<file path="config.mk">
export PLATFORM = sky130hd
export DESIGN_NAME = rau_ctrl
export DESIGN_NICKNAME = d
export VERILOG_FILES = /design/src/rtl/core/rau_pkg.sv /design/src/rtl/core/rau_ctrl.sv
export SDC_FILE = /design/constraint.sdc
export NUM_CORES = 1
export LEC_CHECK = 0
export BUFFER_PORTS_ARGS = -buffer_cell sky130_fd_sc_hd__buf_4
export CORE_MARGIN = 2
export CORE_UTILIZATION = 35
export DETAILED_ROUTE_END_ITERATION = 8
export PLACE_DENSITY = 0.65
export SLEW_MARGIN = 20
export SYNTH_ARGS = -nofsm -noshare
export SYNTH_HDL_FRONTEND = slang
export SYNTH_SLANG_ARGS = --single-unit
</file>
<file path="constraint.sdc">
create_clock -name i_clk -period 2.1 [get_ports i_clk]
set_input_delay 0.21 -clock i_clk [delete_from_list [all_inputs] [get_ports i_clk]]
set_output_delay 0.21 -clock i_clk [all_outputs]
set_load 0.05 [all_outputs]
</file>
<file path="src/rtl/core/rau_pkg.sv">
// rau_pkg: shared types and constants for the rational arithmetic unit
// no dependencies
`default_nettype none
package rau_pkg;
    localparam int RES_W = 64;

    typedef enum logic [2:0] {
        OP_ADD = 3'd0,
        OP_SUB = 3'd1,
        OP_MUL = 3'd2,
        OP_DIV = 3'd3,
        OP_NEG = 3'd4,
        OP_RED = 3'd5
    } t_op;

    typedef enum logic [3:0] {
        ST_IDLE,
        ST_MUL1,
        ST_MUL2,
        ST_COMB,
        ST_SIGN,
        ST_GCD_INIT,
        ST_GCD_DIV,
        ST_GCD_STEP,
        ST_QN,
        ST_QD,
        ST_FIN,
        ST_OUT
    } t_state;

    // datapath commands from the controller
    typedef struct packed {
        logic load;
        logic mul1;
        logic mul2;
        logic comb;
        logic sign;
        logic gcd_init;
        logic div_start;
        logic div_sel_qn;
        logic div_sel_qd;
        logic gcd_step;
        logic store_qn;
        logic store_qd;
        logic fin;
    } t_cmd;

    // datapath status to the controller
    typedef struct packed {
        logic is_neg_op;
        logic need_reduce;
        logic y_zero;
        logic div_done;
    } t_sts;
endpackage
`default_nettype wire

</file>
<file path="src/rtl/core/rau_ctrl.sv">
// rau_ctrl: sequencing state machine for the rational arithmetic unit
// depends on rau_pkg
`default_nettype none
module rau_ctrl (
    input  wire logic          i_clk,
    input  wire logic          i_rst_n,
    input  wire logic          i_in_fire,
    input  wire logic          i_out_fire,
    input  wire rau_pkg::t_sts i_sts,
    output rau_pkg::t_cmd      o_cmd,
    output logic               o_in_ready,
    output logic               o_out_valid
);
    import rau_pkg::*;

    t_state r_state, n_state;

    always_comb begin
        n_state = r_state;
        case (r_state)
            ST_IDLE:     if (i_in_fire) begin n_state = ST_MUL1; end
            ST_MUL1:     n_state = ST_MUL2;
            ST_MUL2:     n_state = ST_COMB;
            ST_COMB:     n_state = i_sts.is_neg_op ? ST_OUT : ST_SIGN;
            ST_SIGN:     n_state = ST_GCD_INIT;
            ST_GCD_INIT: n_state = i_sts.need_reduce ? ST_GCD_DIV : ST_OUT;
            ST_GCD_DIV:  n_state = i_sts.y_zero ? ST_QN : ST_GCD_STEP;
            ST_GCD_STEP: if (i_sts.div_done) begin n_state = ST_GCD_DIV; end
            ST_QN:       if (i_sts.div_done) begin n_state = ST_QD; end
            ST_QD:       if (i_sts.div_done) begin n_state = ST_FIN; end
            ST_FIN:      n_state = ST_OUT;
            ST_OUT:      if (i_out_fire) begin n_state = ST_IDLE; end
            default:     n_state = ST_IDLE;
        endcase
    end

    always_comb begin
        o_cmd       = '0;
        o_in_ready  = (r_state == ST_IDLE);
        o_out_valid = (r_state == ST_OUT);
        case (r_state)
            ST_IDLE:     o_cmd.load = i_in_fire;
            ST_MUL1:     o_cmd.mul1 = 1'b1;
            ST_MUL2:     o_cmd.mul2 = 1'b1;
            ST_COMB:     o_cmd.comb = 1'b1;
            ST_SIGN:     o_cmd.sign = 1'b1;
            ST_GCD_INIT: o_cmd.gcd_init = 1'b1;
            ST_GCD_DIV: begin
                if (!i_sts.y_zero) begin
                    o_cmd.div_start = 1'b1;
                end else begin
                    o_cmd.div_start  = 1'b1;
                    o_cmd.div_sel_qn = 1'b1;
                end
            end
            ST_GCD_STEP: o_cmd.gcd_step = i_sts.div_done;
            ST_QN: begin
                o_cmd.store_qn = i_sts.div_done;
                if (i_sts.div_done) begin
                    o_cmd.div_start  = 1'b1;
                    o_cmd.div_sel_qd = 1'b1;
                end
            end
            ST_QD: o_cmd.store_qd = i_sts.div_done;
            ST_FIN: o_cmd.fin = 1'b1;
            default: begin
            end
        endcase
    end

    always_ff @(posedge i_clk) begin
        if (!i_rst_n) begin
            r_state <= ST_IDLE;
        end else begin
            r_state <= n_state;
        end
    end
endmodule
`default_nettype wire

</file>
Yosys cells after proc, flatten, opt, wreduce, memory -nomap -nowiden
Index checks and enable logic that the tools add are counted.
W data, S select, Z words.
- output and inout port bits: 15
- flip-flop bits (word level): 4
- input bits: 8
- word-level logic and storage cells: 43
- multiplexer cells: 24
- equal/unequal tests: 16
- reduce and logical (&&, ||, !) cells: 2
- operators with widths (operator ; count):
    $pmux W4 S12 ; 1
    $mux W4 ; 8
    $eq A4 B3 Y1 const B ; 4
    $eq A4 B4 Y1 const B ; 4
    $mux W1 ; 14
    $ne A2 B2 Y1 const B ; 5
    $eq A4 B2 Y1 const B ; 2
    $reduce_and A5 Y1 ; 1
    $eq A4 B1 Y1 const B ; 1
    $logic_not A4 Y1 ; 1
    $pmux W1 S2 ; 1

Depth between registers and ports, before layout
Gate-level depths: netlist of run 1.
- word-level depth: 3
- depth in mapped cells: 7

Least setup slack after synthesis of run 1
No wires, ideal clock.
- path type: reg2out
- from: reg r_state[1]
- to: out o_cmd[12] in the netlist's numbering
- arrival: 2772 ps
- cell stages (with the launch flop): 5
- slack: -882 ps
- path through: dfxtp_1 > buf_4 > buf_4 > nor4_1 > and2_1
- RTL lines (element ; RTL line ; source):
    start, declared ; rau_ctrl.sv:16 ; t_state r_state, n_state;
    start signal, assigned ; rau_ctrl.sv:75 ; r_state <= n_state;
    end, declared ; rau_ctrl.sv:10 ; output rau_pkg::t_cmd o_cmd,

==> results, run 1 <==
- The synthesis-to-finish area growth is 39.8%.
- The endpoint type of the worst setup path is an output pin.
- The number of slew-limit violations in the final report is 0.
- The synthesized netlist occupies a cell area of 513 sq um.
- Once the clock tree was built, the setup fixing pass inserted 0 buffers.
- The total track usage is 0.151.
- Clock-pin slew was measured on the worst setup and hold paths at 30 ps.
- Measured on the finished design, the core utilization comes to 0.538.
- For the worst flop-to-flop path, the logic depth is 5.
- The worst path arrival time is 1730 ps.
- The transition time at the pin with the least slew margin is 600 ps.
- The number of nets produced by synthesis is 83.
- The register-to-register setup slack is 350 ps.
- The cell area after layout is 717 sq um.
- For the worst setup path, the data required time is 1890 ps.
- The count of placed standard cells including taps is 107.
- The number of routed nets with antenna violations is 0.
- Summing all multi-input logic gate instances after layout gives 410 sq um.
- In the synthesized netlist, the number of instances is 75.
- The number of antenna diodes in the final layout is 0.
- The initial detailed-routing violation count is 5.
- On the final layout, the worst clock skew is 2.23 ps.
- In the final design database the tool counted 105 nets.
- The layout cell share with drive strength beyond 1 is 0.358.
- The die footprint is 1790 sq um.
- In this run the most critical hold path is launched from i_rst_n.
- Measured along the x axis, the die boundary spans 42.3 um.
- Max-cap violations in this run came to 0.
- By area the synthesized netlist is led by sky130_fd_sc_hd__dfxtp_1, sky130_fd_sc_hd__nor3_1, sky130_fd_sc_hd__a21oi_1.
- The synthesized-area fraction occupied by xor and xnor cells is 0.
- The start-to-end type of the worst setup path is flip-flop to output pin.
- The total CTS buffers is 3.
- The worst hold path terminates at r_state[2].
- The clock tree from TritonCTS is yes.
- The share of total power dissipated in the clock network is 0.073.
- The final routed wirelength across all metal layers is 1290 um.
- Counting the fill cells in the layout gives 144.
- In the final layout, the registers with the most flip-flops are r_state: 4 flops.
- The via density per instance is 5.47.
- 23 I/O pins were placed.
- The number of flip-flops in the largest register is 4.
- The maximum fanout along the worst path is 11.
- Setup repair after global routing left no endpoint under its margin.
- Averaged over all synthesized cells, the footprint is 6.84 sq um.
- After detailed routing, the average wire length per cell comes to 11.7 um.
- The maximum clock frequency is 516 MHz.
- The area of the placeable core is 1330 sq um.
- Ranked by flip-flop count, first place goes to r_state.
- The worst hold path belongs to the class primary input to flip-flop.
- The switching part of the total power is 0.570.
- The synthesized netlist contains 30 unique library cells.
- The number of global-route vias before repair is 507.
- The commonest non-fill, non-tap cell in the layout is sky130_fd_sc_hd__buf_4.
- The internal power of the cells totals 523 uW.
- Summed over all cells, the static leakage comes to 0.000313 uW.
- The synthesized-area fraction occupied by ao, oa, aoi and oai cells is 0.317.
- The buffer cell driving the clock tree root is sky130_fd_sc_hd__clkbuf_4.
- The share of total power dissipated in combinational logic is 0.739.
- The count of TritonRoute iterations in the first routing pass is 4.
- The largest family of logic cells by synthesized area is simple AND/OR/NAND/NOR gates.
- Row generation in the floorplan step produced 13 rows.
- The routed layout has 602 vias.
- The congestion estimate from routability-driven global placement came to 0.762.
- The insertion delay of the later-clocked pin in the worst-skew pair is 220 ps.
- The initial antenna violation count is 0.
- The total cell area at the placement stage is 693 sq um.
- The H-tree level count is 1.
- The floorplan die height is 42.3 um.
- The number of remaining DRC errors is 0.
- Excluding fillers, the count of instances in the completed layout stands at 110.
- The run finished with clean final reports.
- The first-pass GRT wire length is 2150 um.
- The worst register-to-register path begins at r_state[0].
- The area share of the leading cell type in the synthesized netlist is 0.156.
- Of the total synthesized cell area, the portion taken by full adders, half adders and majority gates is 0.
- The top cell types in the final layout, fill and taps aside, are sky130_fd_sc_hd__buf_4, sky130_fd_sc_hd__nor3_1, sky130_fd_sc_hd__nor2_1, sky130_fd_sc_hd__a21oi_1, sky130_fd_sc_hd__nand2_1.
- The end of the worst register-to-register path is r_state[3].
- The storage element area is 81.3 sq um.
- The type of origin of the critical path is a flip-flop.
- The biggest area contributor in the post-synthesis netlist is sky130_fd_sc_hd__dfxtp_1.
- Measured against its own limit, the worst slew margin works out to 0.599.
- The Yosys step of the flow raised 0 warnings.
- The clock net sink count is 4.
- The setup TNS is 0 ps.
- The number of buffers added on ports is 22.
- The worst hold path passes through 2 cells.
- The maximum number of pins on one net before global-route repair is 19.
- The fraction of the cycle the final worst path needs is 0.923.
- Of the total synthesized cell area, the portion taken by AND, OR, NAND and NOR gates is 0.432.
- After synthesis, the share of cell area in mux cells is 0.
- Setup violations remaining at the end of the flow were counted as 0.
- The power per cell area is 1700 nW/um^2.
- For this run the aggregate overflow at the end of global routing stands at 0.
- The initial core utilization is 0.385.
- For this run, the register share of the synthesized area comes to 0.156.
- Summed over all nets, the switching power comes to 694 uW.
- The HPWL after detailed placement is 1030 um.
- The clock passes through at most 2 buffers.
- The share of total power dissipated in sequential elements is 0.188.
- The peak ir drop on the vdd network is 898 uV.
- After synthesis the netlist holds a flip-flop and latch count of 4.
- The worst path in the final design needs a cycle of 1940 ps, including I/O delays and setup.
- The final hold violation count was 0.
==> cell type report <==
class | instances | area share
well taps | 15 | 0.0262
inverters | 1 | 0.00524
clock buffers | 3 | 0.0314
flip-flops and latches | 4 | 0.113
multi-input cells | 63 | 0.572
repair buffers | 24 | 0.251
==> cells by family (layout without fill, tap and decap cells) <==
| kind of cell | count (synthesis) | in the layout |
|---|---|---|
| AO/OA/AOI/OAI | 22 | 22 |
| buffers and inverters | 8 | 28 |
| flip-flops | 4 | 4 |
| AND/OR/NAND/NOR | 41 | 41 |
==> worst max-delay path, stage by stage, from the launching register on <==
cell and delay [ps]:
sky130_fd_sc_hd__dfxtp_1 550, sky130_fd_sc_hd__nand2b_1 190, sky130_fd_sc_hd__or2_1 290, sky130_fd_sc_hd__nor3_4 170, sky130_fd_sc_hd__a21o_1 110, sky130_fd_sc_hd__buf_4 190
==> what timing repair did <==
action,4_1_cts,5_1_grt
resized for setup,0,1
endpoints found under the setup margin,0,1
hold buffers,0,0
==> Yosys cell counts (all sizes together) <==
library cell,instances
nor3,8
a21oi,7
buf,7
nor2,7
nand2,6
nand2b,5
dfxtp,4
nor2b,4
a21boi,3
a21o,3
o21ai,3
nor3b,2
nor4,2
a2111o,1
a22o,1
and2,1
and3,1
inv,1
nand4b,1
o211ai,1
o21a,1
o21bai,1
o22a,1
or2,1
or2b,1
or3,1
or4,1
==> worst max-delay path by stage <==
stage                    start         end  cells past startpoint
CTS                 r_state[2]    o_cmd[6]                      5
floorplan           r_state[1]   o_cmd[11]                      4
global route        r_state[3]    o_cmd[6]                      5
global placement    r_state[2]  r_state[3]                      5
detailed placement  r_state[2]  r_state[3]                      5
finish              r_state[3]    o_cmd[6]                      5
==> routing by layer <==
| layer | up-vias | global-route usage | routed length (um) |
|---|---|---|---|
| met1 | 269 | 0.201 | 610 |
| met3 | 0 | 0.0216 | 74 |
| met4 | 0 | 0.0563 | 0 |
| met2 | 19 | 0.243 | 605 |
| met5 | - | 0 | 0 |
| li1 | 314 | - | - |
==> metrics by stage <==
stage | hold slack, ps | setup WS [ps] | total power, uW
4_1_cts | 216 | 85.3 | 1230
3_3_place_gp | 441 | 342 | 1130
3_5_place_dp | 454 | 321 | 1140
6_report | 217 | 162 | 1220
5_1_grt | 225 | 23.2 | 1310
2_1_floorplan | 328 | 59.5 | 949
==> power by group through the flow <==
stage	Combinational, uW	Sequential (uW)	Clock, uW
3_5_place_dp	905	231	0
2_1_floorplan	810	139	0
5_1_grt	975	242	95.9
4_1_cts	908	229	92.5
6_report	900	229	88.4
3_3_place_gp	906	227	0
No activity file was read; power rests on OpenSTA's default activity.
==> run 2: changes to the inputs <==
Settings changed: CORE_AREA set to 2 2 39 41, CORE_MARGIN 2 to not set, CORE_UTILIZATION 35 to not set, DIE_AREA set to 0 0 41 43, PLACE_DENSITY 0.65 to 0.7.
==> run 2 against run 1 <==
Compared with the run above:
- wire length increased by 3.9%
- largest cell class unchanged
- clock skew decreased by 1.9 ps
- worst hold slack got worse by 10 ps
- combinational power increased by 4.8%
- global-route usage increased by 1.4 points
- non-clock buffer count increased by 1
- maximum frequency decreased by 2.1%
- setup slack got worse by 41 ps
- sequential power decreased by 7%
- count of clock-buffer cells in the layout unchanged
==> results, run 2 (same netlist as run 1, synthesis figures left out) <==
- Cell internal power was estimated by the tool at 534 uW.
- The class of the worst hold path is primary input to flip-flop.
- The maximum clock skew at final layout is 0.328 ps.
- The area growth from synthesis to layout is 41.2%.
- The maximum number of pins on one net before global-route repair is 19.
- The clock tree from TritonCTS is yes.
- The number of global-route vias before repair was 489.
- The setup TNS is 0 ps.
- Dividing the detail-routed wire length by the instance count gives 12.0 um.
- The worst path required time is 1890 ps.
- The endpoint type of the worst setup path is an output pin.
- The first-pass GRT wire length is 2030 um.
- The initial antenna violation count is 0.
- For this run, the top clock speed supported by timing is 505 MHz.
- After clock tree synthesis, the setup repair step added 0 buffers.
- The worst-case setup slack after placement is 375 ps.
- The initial utilization of the core area, before any placement, comes to 0.371.
- For met1 alone, demand over resource in global routing was 0.222.
- The worst slew margin relative to its limit is 0.594.
- In the global route stage, overall resource usage came out at 0.165.
- The via density per instance is 5.27.
- The number of ports placed on the die boundary is 23.
- Measured in cells, the most critical reg-to-reg path has a length of 5.
- The worst register-to-register path ends at r_state[3].
- The clock net sink count is 4.
- The pre-antenna-repair detailed-routing pass consisted of 3 iterations.
- The number of endpoints failing setup at the final stage is 0.
- Along the worst path, the maximum fanout reaches 18.
- The floorplan die height is 43 um.
- The switching part of the total power is 0.572.
- The most flop-heavy register is r_state.
- The final hold violation count is 0.
- The number of buffers on the longest clock path is 2.
- For the worst setup path, the data arrival time is 1770 ps.
- The number of remaining DRC errors is 0.
- The total cell area at the placement stage is 702 sq um.
- The final core utilization is 0.524.
- The die covers 1760 sq um.
- The area of the placeable core is 1380 sq um.
- The worst setup path is of the flip-flop to output pin kind.
- The transition time at the pin with the least slew margin is 608 ps.
- For this design the static power due to leakage is 0.000318 uW.
- The overall die width is 41 um.
- Subtracting the final worst setup slack from the clock period gives 1980 ps.
- The number of routed nets with antenna violations is 0.
- The tightest hold path in the finished design has a slack of 207 ps.
- The antenna diode instance count is 0.
- Global routing finished with a remaining overflow of 0.
- The quantity of hold-fixing buffers added after cts is 0.
- The number of buffers added on ports is 22.
- At the end of routability-driven placement, the weighted congestion stood at 0.731.
- For this run, the post-layout net count is 106.
- The initial detailed-routing violation count is 3.
- CTS placed an instance of sky130_fd_sc_hd__clkbuf_4 at the clock tree root.
- For the worst-skew pair, the clock arrives at the later sink with an insertion delay of 230 ps.
- The layer flagged by global routing as most heavily used is met2.
- The clock input transition at the sequential cells of the worst setup and hold paths is 40 ps.
- The flow ran to the end, and the final reports show no timing, DRC or antenna violations.
- The worst hold path startpoint is i_rst_n.
- The half-perimeter wire length after placement is 1010 um.
- In the layout the commonest cells are sky130_fd_sc_hd__buf_4, sky130_fd_sc_hd__nor3_1, sky130_fd_sc_hd__nor2_1, sky130_fd_sc_hd__a21oi_1, sky130_fd_sc_hd__nand2_1.
- The peak ir drop on the vdd network is 982 uV.
- For flop-to-flop paths, the worst setup slack is 350 ps.
- Setup repair after global routing left no endpoint under its margin.
- The global routing met2 resource utilization is 0.241.
- The part of the power in combinational logic is 0.756.
- Max-cap violations in this run came to 0.
- Post-CTS repair changed the size of 0 cells.
- Across all layers, the routed design uses 590 vias.
- The worst hold path passes through 2 cells.
- The cell area after layout is 724 sq um.
- The worst setup margin is 120 ps.
- The number of flip-flops in the largest register is 4.
- CTS built an H-tree with a depth of 1.
- The worst setup path is launched from a flip-flop.
- In this run the core area contains 14 standard-cell rows.
- Of the total power, registers draw 0.171.
- The power per cell area is 1720 nW/um^2.
- The launch point of the worst reg-to-reg path is r_state[2].
- Clock tree synthesis inserted a total of 3 buffers.
- The met3 layer usage reported by global route is 0.0314.
- The number of slew-limit violations in the final report came to 0.
- Summed over all nets, the switching power comes to 714 uW.
- The share of total power dissipated in the clock network is 0.073.
- Dividing the final minimum period by the clock period gives 0.943.
- The worst hold path terminates at r_state[2].
- The largest registers in the layout are r_state: 4 flops.
- The commonest non-fill, non-tap cell in the layout is sky130_fd_sc_hd__buf_4.
- The final routed wirelength across all metal layers is 1340 um.
- The layout cell share with drive strength beyond 1 is 0.354.
==> run 2: changes by cell type in the layout (fill, tap and decap cells not counted), sizes merged <==
cell and delta:
buf +1
==> run 2: through the flow <==
step	cells	power, uW
2_1_floorplan	75	949
3_5_place_dp	109	1150
3_3_place_gp	109	1150
6_report	112	1250
5_1_grt	112	1340
4_1_cts	112	1260
==> run 2: routing by layer <==
| metal | vias to the layer above | wire length [um] |
|---|---|---|
| met5 | - | 0 |
| met4 | 0 | 0 |
| met3 | 0 | 108 |
| met2 | 20 | 606 |
| met1 | 260 | 625 |
| li1 | 310 | - |
==> run 2: power by group through the flow <==
stage	clock (uW)	combinational, uW	sequential (uW)
final	91.5	943	213
after global routing	106	1020	222
after CTS	96.8	950	211
after detailed placement	0	942	213
after global placement	0	937	212
after floorplan	0	810	139
==> run 2: critical path, stage by stage, from the launching register on <==
cell                       delay (ps)
sky130_fd_sc_hd__dfxtp_1          700
sky130_fd_sc_hd__nand2b_1         260
sky130_fd_sc_hd__or2_1            190
sky130_fd_sc_hd__nor3_4            50
sky130_fd_sc_hd__a21o_1           150
sky130_fd_sc_hd__buf_4            180
==> run 2: worst max path at each step <==
stage                from   endpoint  slack (ps)  cells after the start
5_1_grt        r_state[2]   o_cmd[6]          10                      5
4_1_cts        r_state[2]   o_cmd[6]         120                      5
3_3_place_gp   r_state[2]   o_cmd[6]         380                      5
6_report       r_state[2]   o_cmd[6]         120                      5
3_5_place_dp   r_state[2]   o_cmd[6]         370                      5
2_1_floorplan  r_state[1]  o_cmd[11]          60                      4
==> run 2: area by class of cell <==
cell class	count	area [sq um]
Clock buffer	3	22.5
Multi-Input combinational cell	63	410
Sequential cell	4	80.1
Fill cell	138	659
Tap cell	16	20.0
Inverter	1	3.75
Timing Repair Buffer	25	188
==> run 3: changes to the inputs <==
Clock period 2.1 ns to 2 ns, I/O delays scaled along.
==> run 3 against run 2 <==
Compared with the run above:
- setup slack gained 15 ps
- critical endpoint unchanged
- critical path type unchanged
- first-iteration DRC count up 67%
- via count rose by 5.6%
- combinational power rose by 11%
- highest routed layer unchanged
==> results, run 3 (same netlist as run 1, synthesis figures left out) <==
- Between clock sinks in the finished design, the worst skew comes to 0.451 ps.
- The number of slew-limit violations in the final report is 0.
- The met3 layer usage reported by global route is 0.
- The total CTS buffers is 3.
- The class of the worst hold path is primary input to flip-flop.
- The number of instances resized during post-cts repair is 0.
- The most flop-heavy register is r_state.
- The number of endpoints failing setup at the final stage is 0.
- Setup total negative slack on the finished layout was measured at 0 ps.
- The signal on the critical path passes through nand2b_1 > or2_1 > nor3_4 > a21o_1 > buf_4.
- The maximum clock frequency is 536 MHz.
- The number of global-route vias before repair is 549.
- Prior to clock tree synthesis, the placed netlist has a worst setup slack of 371 ps.
- The first-pass GRT wire length is 2330 um.
- Subtracting the final worst setup slack from the clock period gives 1860 ps.
- The fraction of the cycle the final worst path needs is 0.932.
- The power per cell area is 1800 nW/um^2.
- In this run the core area contains 14 standard-cell rows.
- The maximum fanout along the worst path is 14.
- In the layout the commonest cells are sky130_fd_sc_hd__buf_4, sky130_fd_sc_hd__nor2_1, sky130_fd_sc_hd__a21oi_1.
- The floorplan die height is 43 um.
- The register with the most flip-flops in the layout has 4 of them.
- Together, buffers and inverters on the worst path number 1.
- The post-CTS setup repair buffer count is 0.
- The half-perimeter wire length after placement is 1110 um.
- The worst-case IR drop observed on VDD is 931 uV.
- The slowest library cell on the worst path is sky130_fd_sc_hd__dfxtp_1.
- The buffer cell driving the clock tree root is sky130_fd_sc_hd__clkbuf_4.
- The library cell used most frequently in the layout, excluding fill and tap cells, is sky130_fd_sc_hd__buf_4.
- The first routing iteration left 5 violations.
- The total track usage is 0.184.
- The layout cell share with drive strength beyond 1 is 0.384.
- The number of nets in the layout is 109.
- The leakage power total is 0.000336 uW.
- Relative to the synthesized area, the layout overhead comes to 46.6%.
- The initial antenna violation count is 0.
- After detailed routing, the number of vias per cell comes to 5.42.
- The first detailed-routing pass ran for 4 iterations.
- The clock input transition at the sequential cells of the worst setup and hold paths is 30 ps.
- The H-tree level count is 1.
- In the post-route analysis, the smallest setup slack over all paths is 136 ps.
- Pin placement for this block handled 23 I/O pins.
- The quantity of hold-fixing buffers added after cts is 0.
- The average wire per standard cell is 12.3 um.
- Setup repair after global routing left no endpoint under its margin.
- The transition time at the pin with the least slew margin is 458 ps.
- The worst path required time is 1800 ps.
- Counting the fill cells in the layout gives 148.
- The number of remaining DRC errors is 0.
- The global routing stage identified its most utilized layer as met2.
- The antenna diode instance count is 0.
- The maximum number of pins on one net before global-route repair is 17.
- The floorplan step defined a core boundary enclosing 1380 sq um.
- The run finished with clean final reports.
- Measured against its own limit, the worst slew margin works out to 0.694.
- The floorplan step defined a die boundary enclosing 1760 sq um.
- STA puts the critical path data arrival time at 1660 ps.
- The detailed router placed 623 vias in this run.
- The routing usage on met1 is 0.255.
- The die is 41 um wide.
- The clock passes through at most 2 buffers.
- The initial utilization of the core area, before any placement, comes to 0.371.
- On the critical path the largest part of the delay comes from flip-flops.
- The last weighted congestion value of the routability-driven placer is 0.703.
- In this run the tool buffered the top-level ports with 22 buffer cells.
- The clock drives 4 sinks.
- The max-capacitance violation count is 0.
- The largest registers in the layout are r_state: 4 flops.
- The clock tree from TritonCTS is yes.
- The final hold violation count is 0.
- The worst setup path is captured at an output pin.
- STA classifies the critical path startpoint as a flip-flop.
- The insertion delay of the later-clocked pin in the worst-skew pair is 230 ps.
- The start-to-end type of the worst setup path is flip-flop to output pin.
- Wires add up to 1420 um.
- The remaining global-route overflow is 0.
- On the worst path, the slowest cell contributes a delay of 590 ps.
- In this run the remaining antenna-violating nets after routing total 0.
- In the global route stage, met2 resource usage came out at 0.297.
-- run 3: cell types whose count changed in the layout (fill, tap and decap cells not counted) --
cell / delta
sky130_fd_sc_hd__nor3_2: +1
sky130_fd_sc_hd__buf_4: +3
sky130_fd_sc_hd__nor3_1: -1
-- run 3: metrics by stage --
step | cell area, sq um | instances | util | power [uW] | hold WS [ps]
finish | 752 | 115 | 0.543 | 1350 | 206
global placement | 729 | 112 | 0.527 | 1250 | 435
detailed placement | 729 | 112 | 0.527 | 1260 | 442
CTS | 752 | 115 | 0.543 | 1360 | 204
floorplan | 544 | 75 | - | 1000 | 318
global route | 752 | 115 | 0.543 | 1460 | 227
-- run 3: report_power, final --
part | total (uW) | internal [uW] | leakage, uW | switching, uW
Combinational | 1050 | 409 | 0.000289 | 637
Sequential | 214 | 116 | 0.0000328 | 98.4
Clock | 94.0 | 66.7 | 0.0000138 | 27.2
Total | 1350 | 591 | 0.000336 | 763
-- run 3: area by class of cell --
class / count / area (sq um) / area share
multi-input combinational: 63 / 415 / 0.552
inverter: 1 / 3.75 / 0.00499
sequential: 4 / 80.1 / 0.106
timing repair buffer: 28 / 210 / 0.280
tap: 16 / 20.0 / 0.0266
clock buffer: 3 / 22.5 / 0.0300
-- run 3: path summary, 6_finish.rpt --
check	endpoint	start	slack, ps	cells past startpoint
worst max-delay path	o_cmd[6]	r_state[3]	140	5
worst min register to register	r_state[1]	r_state[1]	750	3
worst max register to register	r_state[3]	r_state[2]	370	5
worst min-delay path	r_state[2]	i_rst_n	210	2
-- run 3: routing by layer --
metal	part of all wire	vias to the layer above
met2	0.48	27
met1	0.43	280
met4	0	0
met3	0.085	0
li1	-	316
met5	0	-
